File: src/design/ikw_pkg.sv
// Package for the interpolation kernel weight block.
// Holds the kernel codes, field widths and the fixed-point constants of the datapath.
// Depends on nothing; every other file of the block imports it.
package ikw_pkg;

  // Fraction bits of the sample offset and of the weight.
  localparam int IN_FRAC_BITS  = 12;
  localparam int OUT_FRAC_BITS = 14;

  // Field widths.
  localparam int IN_W  = 14;
  localparam int OUT_W = 16;
  localparam int SEL_W = 3;

  // Datapath widths.
  localparam int A_W  = IN_W;                    // |x|, up to 2^(IN_W-1)
  localparam int SQ_W = 2 * A_W;                 // square of |x| or of 2 - |x|
  localparam int C_W  = IN_FRAC_BITS + 6;        // signed coefficient of the square
  localparam int P_W  = 3 * IN_FRAC_BITS + 8;    // numerator over the common divisor
  localparam int DEN_SHIFT = 3 * IN_FRAC_BITS - OUT_FRAC_BITS;
  localparam int Y_W  = P_W - DEN_SHIFT;         // numerator after the power-of-two part
  localparam int H_W  = Y_W - 1;                 // after the factor of two in six
  localparam int Q_W  = OUT_FRAC_BITS + 4;       // magnitude of the rounded weight

  // Exact divide by three: floor(h * RECIP3 / 2^RECIP3_SHIFT) for h < 2^RECIP3_SHIFT.
  localparam int RECIP3_SHIFT = 19;
  localparam int RECIP3       = ((1 << RECIP3_SHIFT) + 2) / 3;
  localparam int DIV_W        = H_W + RECIP3_SHIFT;

  // Unit of x, and the Bell scale that puts its divisor onto 6 * 2^DEN_SHIFT.
  localparam int S      = 1 << IN_FRAC_BITS;
  localparam int BELL_K = 6 << (IN_FRAC_BITS - 4);

  // Saturation limit of the weight.
  localparam int SAT_LIM = ((1 << OUT_FRAC_BITS) > 32767) ? 32767 : (1 << OUT_FRAC_BITS);

  // Rounding offset: half of the common divisor 6 * 2^DEN_SHIFT.
  localparam logic signed [P_W-1:0] HALF_DEN = P_W'(3) <<< DEN_SHIFT;

  // Constant terms of the polynomials, all over the common divisor.
  localparam logic signed [P_W-1:0] CR_IN_OFF   = P_W'(6) <<< (3 * IN_FRAC_BITS);
  localparam logic signed [P_W-1:0] BS_IN_OFF   = P_W'(4) <<< (3 * IN_FRAC_BITS);
  localparam logic signed [P_W-1:0] BELL_IN_OFF = P_W'(12 * BELL_K) <<< (2 * IN_FRAC_BITS);

  // Coefficients of the Bell pieces.
  localparam logic signed [C_W-1:0] BELL_IN_C  = C_W'(-9 * BELL_K);
  localparam logic signed [C_W-1:0] BELL_OUT_C = C_W'((9 * BELL_K) / 2);

  typedef enum logic [SEL_W-1:0] {
    KERN_ZERO    = 3'd0,
    KERN_CATROM  = 3'd1,
    KERN_BELL    = 3'd2,
    KERN_BSPLINE = 3'd3,
    KERN_TRI     = 3'd4
  } kernel_e;

endpackage

File: src/design/ikw_offset_if.sv
// Input channel of the kernel weight block: one sample offset per word.
// Depends on ikw_pkg for the field width.
interface ikw_offset_if
  import ikw_pkg::*;
();
  logic                   valid;
  logic                   ready;
  logic signed [IN_W-1:0] sample_offset;

  modport source (output valid, output sample_offset, input ready);
  modport sink   (input valid, input sample_offset, output ready);
endinterface

File: src/design/ikw_weight_if.sv
// Output channel of the kernel weight block: one Q2.14 weight per word.
// Depends on ikw_pkg for the field width.
interface ikw_weight_if
  import ikw_pkg::*;
();
  logic                    valid;
  logic                    ready;
  logic signed [OUT_W-1:0] weight;

  modport source (output valid, output weight, input ready);
  modport sink   (input valid, input weight, output ready);
endinterface

File: src/design/interp_kernel_weight.sv
// Top level of the interpolation kernel weight block: a five-stage weight pipeline.
// Depends on ikw_pkg and on the channel interfaces ikw_offset_if and ikw_weight_if.

// The block turns each signed Q2.12 sample offset x into one signed Q2.14 kernel weight,
// with the kernel chosen by a three-bit select register: zero, Catmull-Rom, Bell,
// cubic B-spline or the triangle 1 - |x|/2 (unused codes give zero). It takes one word
// per cycle while the output is not stalled and returns the weights in order through
// the five register stages of the pipeline (operand setup, squarer, coefficient
// multiplier, rounding add, divide by six with saturation). Each stage holds its own
// valid bit and moves on whenever the stage after it is free, so bubbles are squeezed
// out during an output stall and new words keep coming in, until every stage is full,
// while a finished weight waits in the output register. Every kernel piece is written
// as u^2 * c + k over one common divisor 6 * 2^22, where u is |x| or 2 - |x|; the
// weight is that value rounded to nearest with ties away from zero and clamped to
// +/-1.0. Write the select register only while no word is in flight.
module interp_kernel_weight
  import ikw_pkg::*;
(
  input  logic             clk_i,
  input  logic             rst_ni,
  input  logic             cfg_we_i,
  input  logic [SEL_W-1:0] cfg_wdata_i,
  ikw_offset_if.sink       offset_i,
  ikw_weight_if.source     weight_o
);

  // Kernel select register.
  logic [SEL_W-1:0] sel_q;

  // Valid bits of the five stages and their load enables.
  logic v1_q, v2_q, v3_q, v4_q, v5_q;
  logic en1, en2, en3, en4, en5;

  // Stage 1: operand, coefficient and constant term.
  logic        [A_W-1:0] u_d, u_q;
  logic signed [C_W-1:0] c_d, c1_q;
  logic signed [P_W-1:0] k_d, k1_q;

  // Stage 2: square.
  logic        [SQ_W-1:0] sq_d, sq_q;
  logic signed [C_W-1:0]  c2_q;
  logic signed [P_W-1:0]  k2_q;

  // Stage 3: product with the coefficient.
  logic signed [P_W-1:0] p_d, p_q;
  logic signed [P_W-1:0] k3_q;

  // Stage 4: rounded numerator with the power-of-two part of the divisor removed.
  logic [Y_W-1:0] y_d, y_q;
  logic           neg_d, neg_q;

  // Stage 5: weight.
  logic signed [OUT_W-1:0] w_d, w_q;

  // Stage 1 locals.
  logic signed [IN_W:0]  x_ext;
  logic signed [IN_W:0]  x_neg;
  logic [A_W-1:0]        a_mag;
  logic [A_W-1:0]        t_mag;
  logic [A_W+1:0]        a_x3;
  logic signed [C_W-1:0] a_c, t_c;
  logic signed [P_W-1:0] a_p, t_p;
  logic                  in_inner, in_support, bell_inner;

  // Stage 4 and 5 locals.
  logic signed [P_W-1:0] n_sum, n_mag, n_rnd;
  logic [H_W-1:0]        h_val;
  logic [DIV_W-1:0]      div_prod;
  logic [Q_W-1:0]        q_val, q_sat;

  // A stage loads when it is empty or the next stage takes its word this cycle.
  assign en5 = !v5_q || weight_o.ready;
  assign en4 = !v4_q || en5;
  assign en3 = !v3_q || en4;
  assign en2 = !v2_q || en3;
  assign en1 = !v1_q || en2;

  assign offset_i.ready  = en1;
  assign weight_o.valid  = v5_q;
  assign weight_o.weight = w_q;

  // Stage 1: magnitude of x, piece choice and the terms of u^2 * c + k.
  always_comb begin
    x_ext      = {offset_i.sample_offset[IN_W-1], offset_i.sample_offset};
    x_neg      = -x_ext;
    a_mag      = x_ext[IN_W] ? x_neg[A_W-1:0] : x_ext[A_W-1:0];
    t_mag      = A_W'(2 * S) - a_mag;
    a_x3       = (A_W + 2)'(3 * {2'b00, a_mag});
    a_c        = $signed({{(C_W - A_W){1'b0}}, a_mag});
    t_c        = $signed({{(C_W - A_W){1'b0}}, t_mag});
    a_p        = $signed({{(P_W - A_W){1'b0}}, a_mag});
    t_p        = $signed({{(P_W - A_W){1'b0}}, t_mag});
    in_inner   = a_mag < A_W'(S);
    in_support = a_mag < A_W'(2 * S);
    bell_inner = a_x3 <= (A_W + 2)'(2 * S);
    u_d        = '0;
    c_d        = '0;
    k_d        = '0;
    unique case (kernel_e'(sel_q))
      KERN_CATROM: begin
        u_d = a_mag;
        if (in_inner) begin
          c_d = C_W'(9 * a_c - 15 * S);
          k_d = CR_IN_OFF;
        end else if (in_support) begin
          c_d = C_W'(15 * S - 3 * a_c);
          k_d = P_W'((12 * S - 24 * a_p) <<< (2 * IN_FRAC_BITS));
        end
      end
      KERN_BSPLINE: begin
        if (in_inner) begin
          u_d = a_mag;
          c_d = C_W'(3 * a_c - 6 * S);
          k_d = BS_IN_OFF;
        end else if (in_support) begin
          // Outer piece is (2 - |x|)^3 / 6.
          u_d = t_mag;
          c_d = t_c;
        end
      end
      KERN_BELL: begin
        if (bell_inner) begin
          u_d = a_mag;
          c_d = BELL_IN_C;
          k_d = BELL_IN_OFF;
        end else if (a_mag <= A_W'(2 * S)) begin
          u_d = t_mag;
          c_d = BELL_OUT_C;
        end
      end
      KERN_TRI: begin
        // Linear in |x|: only the constant term is used.
        k_d = P_W'((3 * t_p) <<< (2 * IN_FRAC_BITS));
      end
      default: begin
        u_d = '0;
      end
    endcase
  end

  // Stage 2: square of the operand.
  assign sq_d = SQ_W'(SQ_W'(u_q) * SQ_W'(u_q));

  // Stage 3: signed product of the square and the coefficient.
  assign p_d = P_W'(P_W'($signed({1'b0, sq_q})) * P_W'(c2_q));

  // Stage 4: add the constant term, take the magnitude, add half the divisor and drop
  // its power-of-two factor.
  always_comb begin
    n_sum = p_q + k3_q;
    neg_d = n_sum[P_W-1];
    n_mag = neg_d ? -n_sum : n_sum;
    n_rnd = n_mag + HALF_DEN;
    y_d   = n_rnd[P_W-1:DEN_SHIFT];
  end

  // Stage 5: divide by six as a halving and a reciprocal multiply, then saturate and
  // restore the sign.
  always_comb begin
    h_val    = y_q[Y_W-1:1];
    div_prod = DIV_W'(DIV_W'(h_val) * DIV_W'(RECIP3));
    q_val    = div_prod[RECIP3_SHIFT +: Q_W];
    q_sat    = (q_val > Q_W'(SAT_LIM)) ? Q_W'(SAT_LIM) : q_val;
    w_d      = neg_q ? -OUT_W'(q_sat) : OUT_W'(q_sat);
  end

  // Control registers.
  always_ff @(posedge clk_i or negedge rst_ni) begin
    if (!rst_ni) begin
      sel_q <= SEL_W'(KERN_ZERO);
      v1_q  <= 1'b0;
      v2_q  <= 1'b0;
      v3_q  <= 1'b0;
      v4_q  <= 1'b0;
      v5_q  <= 1'b0;
    end else begin
      if (cfg_we_i) begin
        sel_q <= cfg_wdata_i;
      end
      if (en1) begin
        v1_q <= offset_i.valid;
      end
      if (en2) begin
        v2_q <= v1_q;
      end
      if (en3) begin
        v3_q <= v2_q;
      end
      if (en4) begin
        v4_q <= v3_q;
      end
      if (en5) begin
        v5_q <= v4_q;
      end
    end
  end

  // Payload registers load only when a valid word moves in.
  always_ff @(posedge clk_i) begin
    if (en1 && offset_i.valid) begin
      u_q  <= u_d;
      c1_q <= c_d;
      k1_q <= k_d;
    end
    if (en2 && v1_q) begin
      sq_q <= sq_d;
      c2_q <= c1_q;
      k2_q <= k1_q;
    end
    if (en3 && v2_q) begin
      p_q  <= p_d;
      k3_q <= k2_q;
    end
    if (en4 && v3_q) begin
      y_q   <= y_d;
      neg_q <= neg_d;
    end
    if (en5 && v4_q) begin
      w_q <= w_d;
    end
  end

endmodule
File: src/flat_wrapper.sv
// flat-port wrapper written by rule: the top's interface ports become plain ports
module interp_kernel_weight_flat import ikw_pkg::*;
  (clk_i, rst_ni, cfg_we_i, cfg_wdata_i, offset_i_valid, offset_i_sample_offset, offset_i_ready, weight_o_valid, weight_o_weight, weight_o_ready);
  ikw_offset_if offset_i_i ();
  ikw_weight_if weight_o_i ();
  input  logic clk_i;
  input  logic rst_ni;
  input  logic cfg_we_i;
  input  logic [SEL_W-1:0] cfg_wdata_i;
  input wire logic [$bits(offset_i_i.valid)-1:0] offset_i_valid;
  input wire logic [$bits(offset_i_i.sample_offset)-1:0] offset_i_sample_offset;
  output wire logic [$bits(offset_i_i.ready)-1:0] offset_i_ready;
  output wire logic [$bits(weight_o_i.valid)-1:0] weight_o_valid;
  output wire logic [$bits(weight_o_i.weight)-1:0] weight_o_weight;
  input wire logic [$bits(weight_o_i.ready)-1:0] weight_o_ready;
  assign offset_i_i.valid = offset_i_valid;
  assign offset_i_i.sample_offset = offset_i_sample_offset;
  assign offset_i_ready = offset_i_i.ready;
  assign weight_o_valid = weight_o_i.valid;
  assign weight_o_weight = weight_o_i.weight;
  assign weight_o_i.ready = weight_o_ready;
  interp_kernel_weight u_core (.clk_i(clk_i), .rst_ni(rst_ni), .cfg_we_i(cfg_we_i), .cfg_wdata_i(cfg_wdata_i), .offset_i(offset_i_i), .weight_o(weight_o_i));
endmodule
File: config.mk
export PLATFORM = sky130hd
export DESIGN_NAME = interp_kernel_weight_flat
export DESIGN_NICKNAME = d
export VERILOG_FILES = /design/src/design/ikw_pkg.sv /design/src/design/ikw_offset_if.sv /design/src/design/ikw_weight_if.sv /design/src/design/interp_kernel_weight.sv /design/src/flat_wrapper.sv
export SDC_FILE = /design/constraint.sdc
export NUM_CORES = 2
export LEC_CHECK = 0
export ABC_CLOCK_PERIOD_IN_PS = 19700
export BUFFER_PORTS_ARGS = -buffer_cell sky130_fd_sc_hd__buf_2
export CAP_MARGIN = 30
export CELL_PAD_IN_SITES_DETAIL_PLACEMENT = 0
export CELL_PAD_IN_SITES_GLOBAL_PLACEMENT = 1
export CORE_MARGIN = 4
export CORE_UTILIZATION = 40
export CTS_BUF_LIST = sky130_fd_sc_hd__clkbuf_4 sky130_fd_sc_hd__clkbuf_8 sky130_fd_sc_hd__clkbuf_16
export CTS_CLUSTER_DIAMETER = 200
export DETAILED_ROUTE_END_ITERATION = 10
export GPL_ROUTABILITY_DRIVEN = 1
export HOLD_SLACK_MARGIN = 0.06
export PLACE_DENSITY_LB_ADDON = 0.1
export SYNTH_ARGS = -nofsm -noshare
export SYNTH_HDL_FRONTEND = slang
export SYNTH_SLANG_ARGS = --single-unit
File: constraint.sdc
create_clock -name clk_i -period 19.7 [get_ports clk_i]
set_input_delay 0 -clock clk_i [delete_from_list [all_inputs] [get_ports clk_i]]
set_output_delay 0 -clock clk_i [all_outputs]
set_load 0.01 [all_outputs]
# --- Word-level counts from Yosys, hierarchy flattened ---
# Index checks and enable logic that the tools add are counted.
word_totals:
  elab_cells: 80
  output_inout_bits: 18
  reg_bits: 301
  inputBits: 22
op_classes:
  muxes: 21
  n_reduce_logical: 15
  n_addsub: 10
  order_cmp: 5
  n_eq_ne: 4
  mul: 8
ops:
  columns: ["cell", "n"]
  rows:
  - ["one-hot mux 44 bit (4 select lines)", 1]
  - ["2-to-1 mux 44 bit", 3]
  - ["2-to-1 mux 14 bit", 6]
  - ["2-to-1 mux 39 bit", 2]
  - ["2-to-1 mux 18 bit", 4]
  - ["multiplier 2 x 14 -> 16 bit (first input constant)", 4]
  - ["one-hot mux 18 bit (3 select lines)", 1]
  - ["adder 44 x 25 -> 44 bit (second input constant)", 1]
  - ["adder 44 bit", 1]
  - ["multiplier 29 x 18 -> 44 bit", 1]
  - ["negation 44 bit", 1]
  - ["one-hot mux 14 bit (3 select lines)", 1]
  - ["multiplier 21 x 18 -> 37 bit (second input constant)", 1]
  - ["2-to-1 mux 16 bit", 2]
  - ["multiplier 14 x 14 -> 28 bit", 1]
  - ["subtractor 17 x 20 -> 20 bit (first input constant)", 1]
  - ["greater-than comparator 18 x 15 -> 1 bit (second input constant)", 1]
  - ["multiplier 4 x 14 -> 18 bit (first input constant)", 1]
  - ["subtractor 17 x 18 -> 18 bit (first input constant)", 1]
  - ["subtractor 18 x 16 -> 18 bit (second input constant)", 1]
  - ["subtractor 18 x 17 -> 18 bit (second input constant)", 1]
  - ["less-or-equal comparator 16 x 14 -> 1 bit (second input constant)", 1]
  - ["negation 16 bit", 1]
  - ["less-or-equal comparator 14 bit (second input constant)", 1]
  - ["other kinds (11)", 24]

# --- Longest topological paths before layout ---
logic_depth:
  ltp_word: 7
  ltp_mapped: 28
  ltp_nobuf: 27

# --- Least setup slack after synthesis ---
# Ideal clock, no wire load.
synth_timing:
  kind: "flip-flop to flip-flop"
  start: "register u_core.y_q[11]"
  end: "register u_core.w_q[8], in the netlist u_core.weight_o.weight[8] (data pin)"
  t_required_ns: 19.438
  t_arrival_ns: 7.157
  stages_incl_launch_ff: 27
  path_slack_ns: 12.281
  path_cell_list: "edfxtp_1 -> ha_1 -> fa_1 -> inv_1 -> fa_1 -> fa_1 -> inv_1 -> fa_1 -> inv_1 -> fa_1 -> inv_1 -> ha_1 -> clkbuf_1 -> a21o_1 -> a21o_1 -> a32o_1 -> or2_2 -> or3_1 -> a2111oi_0 -> a31oi_1 -> nor2_1 -> nand3_1 -> ha_1 -> and2_1 -> o21ai_0 -> a21oi_1 -> or2_2"
synth_via:
  elab_chain_cells: 5
synth_lines:
  columns: ["element", "line_no", "rtl"]
  rows:
  - ["start, declared", "interp_kernel_weight.sv:49", "logic [Y_W-1:0] y_d, y_q;"]
  - ["start signal, assigned", "interp_kernel_weight.sv:215", "y_q <= y_d;"]
  - ["multiplier 21 x 18 -> 37 bit *", "interp_kernel_weight.sv:161", "div_prod = DIV_W'(DIV_W'(h_val) * DIV_W'(RECIP3));"]
  - ["greater-than comparator 18 x 15 -> 1 bit", "interp_kernel_weight.sv:163", "q_sat = (q_val > Q_W'(SAT_LIM)) ? Q_W'(SAT_LIM) : q_val;"]
  - ["2-to-1 mux 16 bit *", "interp_kernel_weight.sv:163", null]
  - ["negation 16 bit", "interp_kernel_weight.sv:164", "w_d = neg_q ? -OUT_W'(q_sat) : OUT_W'(q_sat);"]
  - ["2-to-1 mux 16 bit *", "interp_kernel_weight.sv:164", null]
  - ["via u_core.w_d[8]", "interp_kernel_weight.sv:53", "logic signed [OUT_W-1:0] w_d, w_q;"]
  - ["end signal, assigned", "interp_kernel_weight.sv:219", "w_q <= w_d;"]
  - ["end, declared", "interp_kernel_weight.sv:53", null]
# Mark *: on every way through the listed nets, which the timed path passes. The rest lies on a longest branch.
# A chain may end at the register's enable or synchronous reset.

# --- Final worst setup path ---
layout_timing:
  start: "register u_core.c2_q[9]"
  end: "register u_core.p_q[41] (data pin)"
layout_via:
  elab_chain_cells: 1
layout_lines:
  columns: ["element", "line_no", "rtl"]
  rows:
  - ["start, declared", "interp_kernel_weight.sv:41", "logic signed [C_W-1:0] c2_q;"]
  - ["start signal, assigned", "interp_kernel_weight.sv:207", "c2_q <= c1_q;"]
  - ["multiplier 29 x 18 -> 44 bit", "interp_kernel_weight.sv:145", "assign p_d = P_W'(P_W'($signed({1'b0, sq_q})) * P_W'(c2_q));"]
  - ["via u_core.p_d[41]", "interp_kernel_weight.sv:45", "logic signed [P_W-1:0] p_d, p_q;"]
  - ["end signal, assigned", "interp_kernel_weight.sv:211", "p_q <= p_d;"]
  - ["end, declared", "interp_kernel_weight.sv:45", null]
# The timed path passes the listed nets, and every way through them passes these cells.

==> impl_metrics.env <==
export IMPL_status="complete, no violations"
export IMPL_crit_path_end_kind="register"
export IMPL_seq_area_frac_synth=0.1650
export IMPL_dieArea_um2=107900
export IMPL_gp_congestion=0.8244
export IMPL_clock_sinks=227
export IMPL_skew_ps=26.87
export IMPL_worstPathRequired_ps=20040
export IMPL_drive_gt1_frac=0.04256
export IMPL_hold_path_class="input pin to register"
export IMPL_synth_ff_type="edfxtp_1"
export IMPL_wl_per_cell_um=18.63
export IMPL_ioPinCount=40
export IMPL_hpwl_um=86550
export IMPL_final_cells=5715
export IMPL_finalSetupViolCount=0
export IMPL_cts_path_max_buffers=3
export IMPL_synth_edf_count=219
export IMPL_yosysTopAreaCell="fa_1"
export IMPL_postCtsSetupRepairBufs=0
export IMPL_clkLatencyLatePin_ps=620
export IMPL_syn_area_um2=41070
export IMPL_tritoncts="built"
export IMPL_fin_ws_ps=11030
export IMPL_via_count=28660
export IMPL_cts_htree_levels=1
export IMPL_initial_core_util=0.4031
export IMPL_clkTransAtPathRegs_ps=60
export IMPL_yosys_warnings=0
export IMPL_yosysUniqueCellTypes=82
export IMPL_cp_arrival_ps=9010
export IMPL_root_buffer="clkbuf_16"
export IMPL_hold_ws_ps=125.0
export IMPL_grt_pass1_vias=30230
export IMPL_pre_cts_slack_ps=10980
export IMPL_numCtsBuffers=31
export IMPL_rows=117
export IMPL_cap_violations=0
export IMPL_first_pass_iters=5
export IMPL_tightest_slew_ps=1004
export IMPL_grt_pass1_wl_um=171500
export IMPL_dp_cells=5641
export IMPL_async_flop_share=0.03524
export IMPL_core_area_um2=101900
export IMPL_slew_headroom=0.3261
export IMPL_max_freq_mhz=115.3
export IMPL_die_h_um=328.4
export IMPL_drt_iter0_markers=1445
export IMPL_dieWidth_um=328.4
export IMPL_crit_type="register to register"
export IMPL_synth_seq_cells=227
export IMPL_gr_total_overflow=0
export IMPL_finalCritPeriodShare=0.4401
export IMPL_rrSetupSlack_ps=11030
export IMPL_hold_viol_final=0
export IMPL_drt_wl_total_um=106500
export IMPL_fin_setup_tns_ps=0
export IMPL_synthToLayoutAreaGrowth_pct=7.150
export IMPL_grt_usage=0.2020
export IMPL_drc_errors=0
export IMPL_rsz0062_at_grt="no"
export IMPL_fin_nets=5493
export IMPL_worst_path_max_fanout=15
export IMPL_antenna_found_initial=2
export IMPL_slew_viol_final=0
export IMPL_worst_setup_path_start_kind="register"
export IMPL_grt_max_degree=66
export IMPL_num_antenna_cells=0
export IMPL_detail_route_antenna_nets=0
export IMPL_avgSynthCellArea_um2=9.481
export IMPL_netlist_instances=4332
export IMPL_synth_area_leaders="fa_1 32%, edfxtp_1 16%, ha_1 15%, inv_1 8.4%, nand2_1 4.0%"
export IMPL_synth_top_cell_area_share=0.3158
export IMPL_period_minus_slack_ps=8670
export IMPL_port_buffers=39
export IMPL_post_drt_via_cell_ratio=5.015
==> cells in the mapped netlist (all sizes together), types with 24 or more instances <==
cell type / number
inv: 921
fa: 648
ha: 499
nand2: 438
and2: 228
edfxtp: 219
nor2: 142
a21oi: 140
clkbuf: 139
xnor2: 122
o21ai: 114
xor2: 79
a21o: 56
nor3: 46
nand3: 45
nand2b: 38
nor2b: 36
and3: 33
o21a: 29
or3: 24
==> per-stage QoR <==
step	area, µm²	utilization
4_1_cts	44010	0.4319
6_report	44010	0.4319
2_1_floorplan	41080	-
3_5_place_dp	42800	0.4201
5_1_grt	44010	0.4319
3_3_place_gp	42750	0.4196
==> cells by family after synthesis <==
family,count (synthesis),synth area share
buffers and inverters,1069,0.09791
muxes,11,0.002864
adders and majority gates,1148,0.4681
xor gates and xnor gates,201,0.04286
DFF,227,0.1650
AOI/OAI and AO/OA,549,0.08713
other,2,0.0001829
and+or+nand+nor,1125,0.1360
==> what timing repair did <==
action | 4_1_cts | 5_1_grt
hold buffers | 18 | 0
endpoints found under the setup margin | 0 | 0
gates resized for setup | 0 | 0
hold endpoints to repair | 44 | 0
==> layer usage <==
metal	part of all wire	GRT usage	vias to the layer above
met5	0	0	-
met2	0.48	0.3453	424
met4	0.019	0.03500	0
met3	0.034	0.02254	86
li1	-	-	13770
met1	0.46	0.2809	14380
==> placed cells by master (no fill, tap or decap), types with 45 or more instances in the layout <==
cell type and n:
nor3_1 46, nor2_1 142, o21ai_0 113, xor2_1 79, inv_1 921, a21o_1 56, fa_1 648, ha_1 499
xnor2_1 122, a21oi_1 140, nand3_1 45, edfxtp_1 219, and2_1 225, nand2_1 438
==> state kept, by name, summed over array words and instances (netlist names) <==
register                cells
u_core.weight_o.weight     16
u_core.v3_q                 1
u_core.k1_q                20
u_core.v2_q                 1
u_core.sq_q                27
u_core.c1_q                18
u_core.k3_q                20
u_core.v1_q                 1
u_core.p_q                 44
u_core.neg_q                1
u_core.sel_q                3
u_core.y_q                 21
u_core.weight_o.valid       1
u_core.c2_q                18
u_core.v4_q                 1
u_core.k2_q                20
u_core.u_q                 14
==> critical path, stage by stage (launching register included) <==
cell	delay, ps
edfxtp_1	710
buf_4	360
nand2_1	120
fa_1	540
fa_1	510
inv_1	60
fa_1	520
inv_1	50
fa_1	380
fa_1	510
inv_1	50
fa_1	430
ha_1	380
a2111oi_0	630
nand2_1	110
o2111ai_1	190
a41oi_1	90
nor3_1	510
o21ai_0	440
a221oi_1	740
o2111ai_1	280
a31oi_1	360
mux2i_1	230
o2111ai_1	150
==> final timing paths <==
path / start / endpoint / cells past startpoint
hold reg to reg: u_core.k1_q[28] / u_core.k2_q[28] / 0
hold / removal: offset_i_sample_offset[6] / u_core.u_q[6] / 4
max in group asynchronous: rst_ni / u_core.v4_q / 3
setup / recovery: u_core.c2_q[9] / u_core.p_q[41] / 23
min in group asynchronous: rst_ni / u_core.sel_q[1] / 3
setup reg to reg: u_core.c2_q[9] / u_core.p_q[41] / 23
==> cell type report <==
type / instances / area [µm²]
repair buffers: 102 / 737.0
well taps: 1368 / 1712
clock buffers: 35 / 805.8
fillers: 10210 / 57880
multi-input cells: 3038 / 30290
clock inverters: 21 / 221.5
flip-flops and latches: 227 / 6777
inverters: 924 / 3468
Power is left out: the tool's default activity adds up to more than one toggle a clock period on the data nets, which glitch-free logic cannot reach.
